===== src/rtl/morse_keyer_assert.svh =====
// ----------------------------------------------------------------------------
// Morse keyer assertion macros
// Concurrent checks clocked on clk_i, disabled while rst_ni is low.
// ----------------------------------------------------------------------------
`ifndef MORSE_KEYER_ASSERT_SVH
`define MORSE_KEYER_ASSERT_SVH

`ifndef NO_ASSERTIONS
// Property must hold at every edge outside reset.
`define MK_ASSERT(lbl, prop) \
  lbl: assert property (@(posedge clk_i) disable iff (!rst_ni) (prop)) \
    else $error("morse keyer assertion failed");
// Consequent must hold in the cycle after the antecedent.
`define MK_ASSERT_NEXT(lbl, ante, cons) \
  lbl: assert property (@(posedge clk_i) disable iff (!rst_ni) (ante) |=> (cons)) \
    else $error("morse keyer assertion failed");
`else
`define MK_ASSERT(lbl, prop)
`define MK_ASSERT_NEXT(lbl, ante, cons)
`endif

`endif


===== src/rtl/mk_pkg.sv =====
// ----------------------------------------------------------------------------
// Morse keyer package
// Payload types, command codes, queue sizing and the letter table.
// ----------------------------------------------------------------------------
package mk_pkg;

  localparam int DOT_MS_W   = 10;
  localparam int COUNT_W    = 13;
  localparam int LETTER_W   = 5;
  localparam int ELEM_W     = 3;

  localparam logic [DOT_MS_W-1:0] DOT_MS_RESET = 10'd100;

  localparam logic [7:0] CHAR_A     = 8'h61;
  localparam logic [7:0] CHAR_Z     = 8'h7A;
  localparam logic [7:0] CHAR_SPACE = 8'h20;

  // Command queue between front and back
  localparam int FIFO_DEPTH = 2;
  localparam int FIFO_PTR_W = (FIFO_DEPTH > 1) ? $clog2(FIFO_DEPTH) : 1;
  localparam int FIFO_CNT_W = $clog2(FIFO_DEPTH + 1);

  typedef struct packed {
    logic       op;
    logic [7:0] char_code;
  } in_t;

  typedef struct packed {
    logic led;
    logic busy_res;
    logic dropped;
  } out_t;

  typedef enum logic [1:0] {
    CMD_TICK,
    CMD_LETTER,
    CMD_SPACE,
    CMD_OTHER
  } cmd_kind_e;

  typedef struct packed {
    cmd_kind_e             kind;
    logic [LETTER_W-1:0]   letter;
  } cmd_t;

  // Element count in [6:4], dash flags per element in [3:0]
  function automatic logic [7:0] morse_entry(logic [LETTER_W-1:0] idx);
    logic [7:0] e;
    unique case (idx)
      5'd0:  e = 8'h22;
      5'd1:  e = 8'h41;
      5'd2:  e = 8'h45;
      5'd3:  e = 8'h31;
      5'd4:  e = 8'h10;
      5'd5:  e = 8'h44;
      5'd6:  e = 8'h33;
      5'd7:  e = 8'h40;
      5'd8:  e = 8'h20;
      5'd9:  e = 8'h4E;
      5'd10: e = 8'h35;
      5'd11: e = 8'h42;
      5'd12: e = 8'h23;
      5'd13: e = 8'h21;
      5'd14: e = 8'h37;
      5'd15: e = 8'h46;
      5'd16: e = 8'h4B;
      5'd17: e = 8'h32;
      5'd18: e = 8'h30;
      5'd19: e = 8'h11;
      5'd20: e = 8'h34;
      5'd21: e = 8'h48;
      5'd22: e = 8'h36;
      5'd23: e = 8'h49;
      5'd24: e = 8'h4D;
      5'd25: e = 8'h43;
      default: e = 8'h00;
    endcase
    return e;
  endfunction

endpackage


===== src/rtl/mk_front.sv =====
// ----------------------------------------------------------------------------
// Morse keyer front end
// Classify each incoming transaction into a tick, letter, space or other.
// ----------------------------------------------------------------------------
module mk_front (
  input  mk_pkg::in_t  in_data_i,
  output mk_pkg::cmd_t cmd_o
);
  import mk_pkg::*;

  logic [7:0] letter_off;

  assign letter_off = in_data_i.char_code - CHAR_A;

  always_comb begin
    cmd_o.letter = letter_off[LETTER_W-1:0];
    priority if (!in_data_i.op) begin
      cmd_o.kind = CMD_TICK;
    end else if (in_data_i.char_code >= CHAR_A && in_data_i.char_code <= CHAR_Z) begin
      cmd_o.kind = CMD_LETTER;
    end else if (in_data_i.char_code == CHAR_SPACE) begin
      cmd_o.kind = CMD_SPACE;
    end else begin
      cmd_o.kind = CMD_OTHER;
    end
  end

endmodule


===== src/rtl/mk_fifo.sv =====
// ----------------------------------------------------------------------------
// Morse keyer command queue
// Short queue that decouples the classifier from the keying engine.
// ----------------------------------------------------------------------------
module mk_fifo (
  input  logic         clk_i,
  input  logic         rst_ni,
  input  logic         push_i,
  input  mk_pkg::cmd_t push_data_i,
  output logic         full_o,
  input  logic         pop_i,
  output logic         valid_o,
  output mk_pkg::cmd_t pop_data_o
);
  import mk_pkg::*;

  localparam logic [FIFO_PTR_W-1:0] PTR_LAST = FIFO_PTR_W'(FIFO_DEPTH - 1);
  localparam logic [FIFO_CNT_W-1:0] CNT_FULL = FIFO_CNT_W'(FIFO_DEPTH);

  cmd_t                  mem_q [FIFO_DEPTH];
  logic [FIFO_PTR_W-1:0] wr_ptr_q, wr_ptr_d;
  logic [FIFO_PTR_W-1:0] rd_ptr_q, rd_ptr_d;
  logic [FIFO_CNT_W-1:0] cnt_q, cnt_d;

  assign full_o     = (cnt_q == CNT_FULL);
  assign valid_o    = (cnt_q != '0);
  assign pop_data_o = mem_q[rd_ptr_q];

  always_comb begin
    wr_ptr_d = wr_ptr_q;
    rd_ptr_d = rd_ptr_q;
    cnt_d    = cnt_q;
    if (push_i) begin
      wr_ptr_d = (wr_ptr_q == PTR_LAST) ? '0 : wr_ptr_q + 1'b1;
    end
    if (pop_i) begin
      rd_ptr_d = (rd_ptr_q == PTR_LAST) ? '0 : rd_ptr_q + 1'b1;
    end
    unique case ({push_i, pop_i})
      2'b10:   cnt_d = cnt_q + 1'b1;
      2'b01:   cnt_d = cnt_q - 1'b1;
      default: cnt_d = cnt_q;
    endcase
  end

  always_ff @(posedge clk_i or negedge rst_ni) begin
    if (!rst_ni) begin
      wr_ptr_q <= '0;
      rd_ptr_q <= '0;
      cnt_q    <= '0;
    end else begin
      wr_ptr_q <= wr_ptr_d;
      rd_ptr_q <= rd_ptr_d;
      cnt_q    <= cnt_d;
    end
  end

  always_ff @(posedge clk_i) begin
    if (push_i) begin
      mem_q[wr_ptr_q] <= push_data_i;
    end
  end

endmodule


===== src/rtl/mk_back.sv =====
// ----------------------------------------------------------------------------
// Morse keyer back end
// Keying state machine and output register; one command per cycle while not stalled.
// ----------------------------------------------------------------------------
module mk_back (
  input  logic                          clk_i,
  input  logic                          rst_ni,
  input  logic [mk_pkg::DOT_MS_W-1:0]   dot_ms_i,
  input  logic                          cmd_valid_i,
  input  mk_pkg::cmd_t                  cmd_i,
  output logic                          cmd_pop_o,
  output logic                          out_valid_o,
  input  logic                          out_stall_i,
  output mk_pkg::out_t                  out_data_o
);
  import mk_pkg::*;

  localparam logic [1:0] PH_IDLE = 2'd0;
  localparam logic [1:0] PH_LIT  = 2'd1;
  localparam logic [1:0] PH_DARK = 2'd2;
  localparam logic [1:0] PH_GAP  = 2'd3;

  logic [1:0]          phase_q, phase_d;
  logic [LETTER_W-1:0] letter_q, letter_d;
  logic [ELEM_W-1:0]   elem_q, elem_d;
  logic [COUNT_W-1:0]  count_q, count_d;
  logic                dropped_d;
  logic                out_valid_q;
  out_t                out_q;

  logic [COUNT_W-1:0]  unit1, unit3, unit7;
  logic [LETTER_W-1:0] ld_letter;
  logic [ELEM_W-1:0]   ld_elem;
  logic [7:0]          ld_entry;
  logic [1:0]          el_phase;
  logic [COUNT_W-1:0]  el_count;

  assign unit1 = COUNT_W'(dot_ms_i);
  assign unit3 = unit1 + (unit1 << 1);
  assign unit7 = (unit1 << 3) - unit1;

  // Element load: first element of a new letter, or the next one of this letter
  assign ld_letter = (cmd_i.kind == CMD_LETTER) ? cmd_i.letter : letter_q;
  assign ld_elem   = (cmd_i.kind == CMD_LETTER) ? '0 : elem_q + 1'b1;
  assign ld_entry  = morse_entry(ld_letter);

  always_comb begin
    if (ld_elem < ld_entry[6:4]) begin
      el_phase = PH_LIT;
      el_count = ld_entry[ld_elem[1:0]] ? unit3 : unit1;
    end else begin
      el_phase = PH_GAP;
      el_count = unit3;
    end
  end

  assign cmd_pop_o = cmd_valid_i && (!out_valid_q || !out_stall_i);

  always_comb begin
    phase_d   = phase_q;
    letter_d  = letter_q;
    elem_d    = elem_q;
    count_d   = count_q;
    dropped_d = 1'b0;
    if (cmd_i.kind == CMD_TICK) begin
      if (phase_q != PH_IDLE) begin
        if (count_q > COUNT_W'(1)) begin
          count_d = count_q - 1'b1;
        end else begin
          unique case (phase_q)
            PH_LIT: begin
              phase_d = PH_DARK;
              count_d = unit1;
            end
            PH_DARK: begin
              elem_d  = ld_elem;
              phase_d = el_phase;
              count_d = el_count;
            end
            PH_GAP: begin
              phase_d = PH_IDLE;
              count_d = '0;
            end
            default: ;
          endcase
        end
      end
    end else if (phase_q != PH_IDLE) begin
      dropped_d = 1'b1;
    end else begin
      unique case (cmd_i.kind)
        CMD_LETTER: begin
          letter_d = ld_letter;
          elem_d   = ld_elem;
          phase_d  = el_phase;
          count_d  = el_count;
        end
        CMD_SPACE: begin
          phase_d = PH_GAP;
          count_d = unit7;
        end
        default: begin
          phase_d = PH_GAP;
          count_d = unit3;
        end
      endcase
    end
  end

  always_ff @(posedge clk_i or negedge rst_ni) begin
    if (!rst_ni) begin
      phase_q     <= PH_IDLE;
      letter_q    <= '0;
      elem_q      <= '0;
      count_q     <= '0;
      out_valid_q <= 1'b0;
    end else begin
      if (cmd_pop_o) begin
        phase_q     <= phase_d;
        letter_q    <= letter_d;
        elem_q      <= elem_d;
        count_q     <= count_d;
        out_valid_q <= 1'b1;
      end else if (!out_stall_i) begin
        out_valid_q <= 1'b0;
      end
    end
  end

  always_ff @(posedge clk_i) begin
    if (cmd_pop_o) begin
      out_q.led      <= (phase_d == PH_LIT);
      out_q.busy_res <= (phase_d != PH_IDLE);
      out_q.dropped  <= dropped_d;
    end
  end

  assign out_valid_o = out_valid_q;
  assign out_data_o  = out_q;

endmodule


===== src/rtl/morse_keyer.sv =====
// ----------------------------------------------------------------------------
// Morse keyer top level
// Keys lowercase text as International Morse code, one result per input.
// ----------------------------------------------------------------------------
// Usage:
//   Input channel (in_valid_i / in_stall_o / in_data_i): each transaction is
//   either a one-millisecond tick (op = 0) or a character (op = 1).
//   Output channel (out_valid_o / out_stall_i / out_data_o): one transaction
//   per input, in order, with the light level, busy flag and drop flag.
//   Config channel (cfg_valid_i / cfg_ready_o / cfg_data_i): writes dot_ms,
//   the unit length in ticks; always ready; write it only while idle.
// Path: an accepted input is first stored in the command queue, then the
//   keying engine registers its result in the output register.
// Throughput: one transaction per cycle unless out_stall_i holds; the
//   keying engine does a constant-time update per command with its multiply
//   by 1, 3 or 7 done with shifts, an add and a subtract.
// Stall: when out_stall_i holds, a valid result stays in its register; the two-entry
//   command queue keeps taking input until full, then raises in_stall_o.
// Reset: idle, dot_ms = 100, queue and output register empty. No clearing
//   pass.
// ----------------------------------------------------------------------------
module morse_keyer (
  input  logic                         clk_i,
  input  logic                         rst_ni,
  input  logic                         in_valid_i,
  output logic                         in_stall_o,
  input  mk_pkg::in_t                  in_data_i,
  output logic                         out_valid_o,
  input  logic                         out_stall_i,
  output mk_pkg::out_t                 out_data_o,
  input  logic                         cfg_valid_i,
  output logic                         cfg_ready_o,
  input  logic [mk_pkg::DOT_MS_W-1:0]  cfg_data_i
);
  import mk_pkg::*;

  `include "morse_keyer_assert.svh"

  logic [DOT_MS_W-1:0] dot_ms_q;
  cmd_t                front_cmd;
  cmd_t                queue_cmd;
  logic                queue_full;
  logic                queue_valid;
  logic                cmd_pop;
  logic                in_push;

  // Config register: always ready, take the write data as it stands
  assign cfg_ready_o = 1'b1;

  always_ff @(posedge clk_i or negedge rst_ni) begin
    if (!rst_ni) begin
      dot_ms_q <= DOT_MS_RESET;
    end else if (cfg_valid_i && cfg_ready_o) begin
      dot_ms_q <= cfg_data_i;
    end
  end

  // Stall the input only when the queue is full
  assign in_stall_o = queue_full;
  assign in_push    = in_valid_i && !queue_full;

  mk_front u_front (
    .in_data_i (in_data_i),
    .cmd_o     (front_cmd)
  );

  mk_fifo u_fifo (
    .clk_i       (clk_i),
    .rst_ni      (rst_ni),
    .push_i      (in_push),
    .push_data_i (front_cmd),
    .full_o      (queue_full),
    .pop_i       (cmd_pop),
    .valid_o     (queue_valid),
    .pop_data_o  (queue_cmd)
  );

  mk_back u_back (
    .clk_i       (clk_i),
    .rst_ni      (rst_ni),
    .dot_ms_i    (dot_ms_q),
    .cmd_valid_i (queue_valid),
    .cmd_i       (queue_cmd),
    .cmd_pop_o   (cmd_pop),
    .out_valid_o (out_valid_o),
    .out_stall_i (out_stall_i),
    .out_data_o  (out_data_o)
  );

  // A dropped character leaves the engine busy; a lit output means busy
  `MK_ASSERT(drop_while_busy, !(out_valid_o && out_data_o.dropped) || out_data_o.busy_res)
  `MK_ASSERT(led_implies_busy, !(out_valid_o && out_data_o.led) || out_data_o.busy_res)
  // Every accepted transaction reaches the queue, every popped one the output
  `MK_ASSERT_NEXT(push_lands_in_queue, in_valid_i && !in_stall_o, queue_valid)
  `MK_ASSERT_NEXT(pop_fills_output, cmd_pop, out_valid_o)

endmodule


===== config.mk =====
export PLATFORM = sky130hd
export DESIGN_NAME = morse_keyer
export DESIGN_NICKNAME = d
export VERILOG_FILES = /design/src/rtl/mk_pkg.sv /design/src/rtl/mk_front.sv /design/src/rtl/mk_fifo.sv /design/src/rtl/mk_back.sv /design/src/rtl/morse_keyer.sv
export VERILOG_INCLUDE_DIRS = /design/src /design/src/rtl
export SDC_FILE = /design/constraint.sdc
export NUM_CORES = 1
export LEC_CHECK = 0
export BUFFER_PORTS_ARGS = -buffer_cell sky130_fd_sc_hd__buf_4
export CORE_MARGIN = 1
export CORE_UTILIZATION = 63
export DETAILED_ROUTE_END_ITERATION = 10
export PLACE_DENSITY = 0.82
export SYNTH_ARGS = -nofsm -noshare
export SYNTH_HDL_FRONTEND = slang
export SYNTH_SLANG_ARGS = --single-unit

===== constraint.sdc =====
create_clock -name clk_i -period 5.7 [get_ports clk_i]
set_input_delay 0.57 -clock clk_i [delete_from_list [all_inputs] [get_ports clk_i]]
set_output_delay 0.57 -clock clk_i [all_outputs]
set_load 0.02 [all_outputs]

==> results.md <==
* Most used cell, CP: ha_1
* CTS Sinks at 55
* Most common cell after layout, fill and taps aside: nand2_1
* Worst Skew at 0.009432 ns
* Crit Path Class: flip-flop to flip-flop
* Relative slew slack at 40.02%
* Final TNS setup at 0 ns
* Layout Area Growth over Synthesis at 5.768%
* CTS buffer count at 5
* Reg clk slew, reported paths at 0.12 ns
* CP Data Arrival Time at 5.17 ns
* Status: completed
* Final hold viol count at 0
* Final WL at 12860 um
* Die height at 92.52 um
* Initial Util at 66.12%
* Post-CTS Repair Setup Buffers at 0
* Crit start category: flip-flop
* Placement Setup Slack at 0.8180 ns
* Critical Path Sink Type: flip-flop
* Initial DRC Count at 481
* Hold Path Class: input pin to async pin
* Power after layout at 2.724 mW
* VDD IR max at 0.0003181 V
* CTS tree: done
* GRT Total Usage at 32.08%
* Worst path cell trace: mux2i_1 -> ha_1 -> mux2i_4 -> inv_1 -> ha_1 -> mux4_2 -> nor2_1 -> a31oi_1 -> ha_1 -> a211oi_1 -> a41o_1 -> a31oi_4 -> a21oi_4 -> nor2_1 -> o41ai_2 -> o221ai_2
* CTS max path bufs at 2
* Remaining routing DRC violations at 0
* IO Port Bufs at 28
* CTS resizes at 0
* Dpl hpwl at 9743 um
* Final nets at 667
* Vias in the first global route at 4185
* Post-route ant nets at 0
* Actual slew at the worst max-slew pin at 0.8914 ns
* Count of state elements after synthesis at 55
* Share of cells above drive strength 1 at 13.67%
* Most frequent cells in the layout: nand2_1, nor2_1, ha_1
* Synth Area per Inst at 8.720 sq um
* Initial antenna violation count at 0
* Clock Latency Late Sink at 0.32 ns
* Synth warn at 0
* Synthesized Nets at 660
* Root buffer cell: clkbuf_8
* Syn Inst Count at 592
* Async SR Flop Fraction at 69.09%
* Max_cap viols at 0
* Antenna Cells at 0
* Critical Path RT at 5.91 ns
* Setup slack after layout at 0.7371 ns
* Grt ovf at 0
* RePlAce Congestion at 0.9718
* Mapped cell area at 0.005162 sq mm
* Slowest cell on crit path: ha_1
* Sequential fraction of the synthesis area at 28.38%
* Core area at 0.007807 sq mm
* Via/cell ratio at 6.453
* Die area at 0.008560 sq mm
* Minimum clock period at 4.963 ns
* Vias at 4530
* Max Clk Rate at 0.2015 GHz
* Die X at 92.52 um
* I/O pin count at 30
* Hold Buf Count CTS at 0
* Largest stage delay, worst path at 0.53 ns
* H-tree Lvls at 2
* Final Setup Violations at 0
* PwrDens at 498.9 mW/mm^2
* Slew Viols, Final at 0
* EDFF count, synth at 17
* CP Max Fanout at 16
* Post-synth cell types at 82
* Num rows at 32
* Largest net degree at the start of global routing at 39
* P_leak at 2.265 nW
* Drt pass-1 iters at 6
* RSZ-0062 raised after global routing: false
* Hold_ws at 0.2012 ns
* Tcrit/Tclk final at 87.07%
* DR WL/cell at 18.32 um
* First-pass GRT wire length at 21470 um
* Ys flop type: dfrtp_1
## routing by layer
| metal | track usage, % | wire [um] | share of wire [%] | vias to the layer above |
|---|---|---|---|---|
| met4 | 6.380 | 167 | 1.3 | 0 |
| met5 | 0 | 0 | 0 | - |
| met3 | 5.172 | 1243 | 9.7 | 18 |
| li1 | - | - | - | 2167 |
| met2 | 47.84 | 5413 | 42 | 239 |
| met1 | 48.85 | 6035 | 47 | 2106 |
## logic make-up after synthesis
kind of cell / Yosys count / synth area share (%)
simple gates: 184 / 17.67
compound gates: 173 / 23.95
buf+inv: 69 / 5.962
flops: 55 / 28.38
fa+ha+maj: 44 / 10.81
mux: 34 / 7.731
xor+xnor: 32 / 5.429
other cells: 1 / 0.07264
## cell type report
class | instances | area (sq um)
clock inverter | 3 | 26.28
inverter | 36 | 135.1
tap | 102 | 127.6
timing repair buffer | 33 | 247.7
sequential | 55 | 1465
multi-input combinational | 468 | 3390
fill | 657 | 2347
clock buffer | 5 | 68.82
## worst max-delay path: cells and delay by family, from the launching register on
| family | cells | cell delay (ns) |
|---|---|---|
| buffers and inverters | 1 | 0.10 |
| muxes | 3 | 1.18 |
| AOI/OAI and AO/OA | 7 | 1.81 |
| and+or+nand+nor | 2 | 0.24 |
| adders and majority gates | 3 | 1.11 |
| DFF | 1 | 0.42 |
## cell usage after synthesis (11+ instances only)
cell type,n,area share (%)
nor3_1,16,1.6
xnor2_1,21,3.6
inv_1,35,2.5
nor2_1,45,3.3
a21oi_1,24,2.3
nand2_1,52,3.8
nand3_1,12,1.2
mux2i_1,19,3.7
a211oi_1,11,1.6
edfxtp_1,17,9.9
a31oi_1,11,1.3
nand2b_1,14,1.7
dfrtp_1,35,17
o21ai_0,40,3.9
clkbuf_1,17,1.2
ha_1,43,10
xor2_1,11,1.9
## final timing paths
| path | end | cells after the start | startpoint | slack, ns |
|---|---|---|---|---|
| max in group asynchronous | dot_ms_q[5]$_DFFE_PN1P_ | 1 | rst_ni | 5.12 |
| worst min register to register | u_fifo.wr_ptr_q$_DFFE_PN0P_ | 1 | u_fifo.wr_ptr_q$_DFFE_PN0P_ | 0.50 |
| worst min-delay path | u_back.letter_q[1]$_DFFE_PN0P_ | 1 | rst_ni | 0.20 |
| worst max-delay path | u_back.count_q[1]$_DFFE_PN0P_ | 16 | u_fifo.rd_ptr_q$_DFFE_PN0P_ | 0.74 |
| worst max register to register | u_back.count_q[1]$_DFFE_PN0P_ | 16 | u_fifo.rd_ptr_q$_DFFE_PN0P_ | 0.74 |
| min in group clk_i | dot_ms_q[3]$_DFFE_PN0P_ | 3 | cfg_data_i[3] | 0.45 |
## per-stage QoR
| stage | utilization (%) | instances | cell area [sq um] |
|---|---|---|---|
| 6_report | 69.94 | 702 | 5460 |
| 5_1_grt | 69.94 | 702 | 5460 |
| 4_1_cts | 69.94 | 702 | 5460 |
| 3_5_place_dp | 68.72 | 694 | 5365 |
| 3_3_place_gp | 68.72 | 694 | 5365 |
| 2_1_floorplan | - | 592 | 5162 |
## registers in the layout, indices dropped and copies added, names as in the netlist
signal,flops
u_back.letter_q,5
u_back.phase_q,2
u_fifo.mem_q,14
u_back.out_valid_o,1
u_fifo.wr_ptr_q,1
dot_ms_q,10
u_fifo.rd_ptr_q,1
u_back.out_data_o,3
u_back.elem_q,3
u_fifo.cnt_q,2
u_back.count_q,13
## power by group
part,internal [mW],switching (mW)
logic,0.727,1.10
clock network,0.0910,0.149
registers,0.525,0.135
total,1.34,1.38
(Power assumes the default switching activity.)
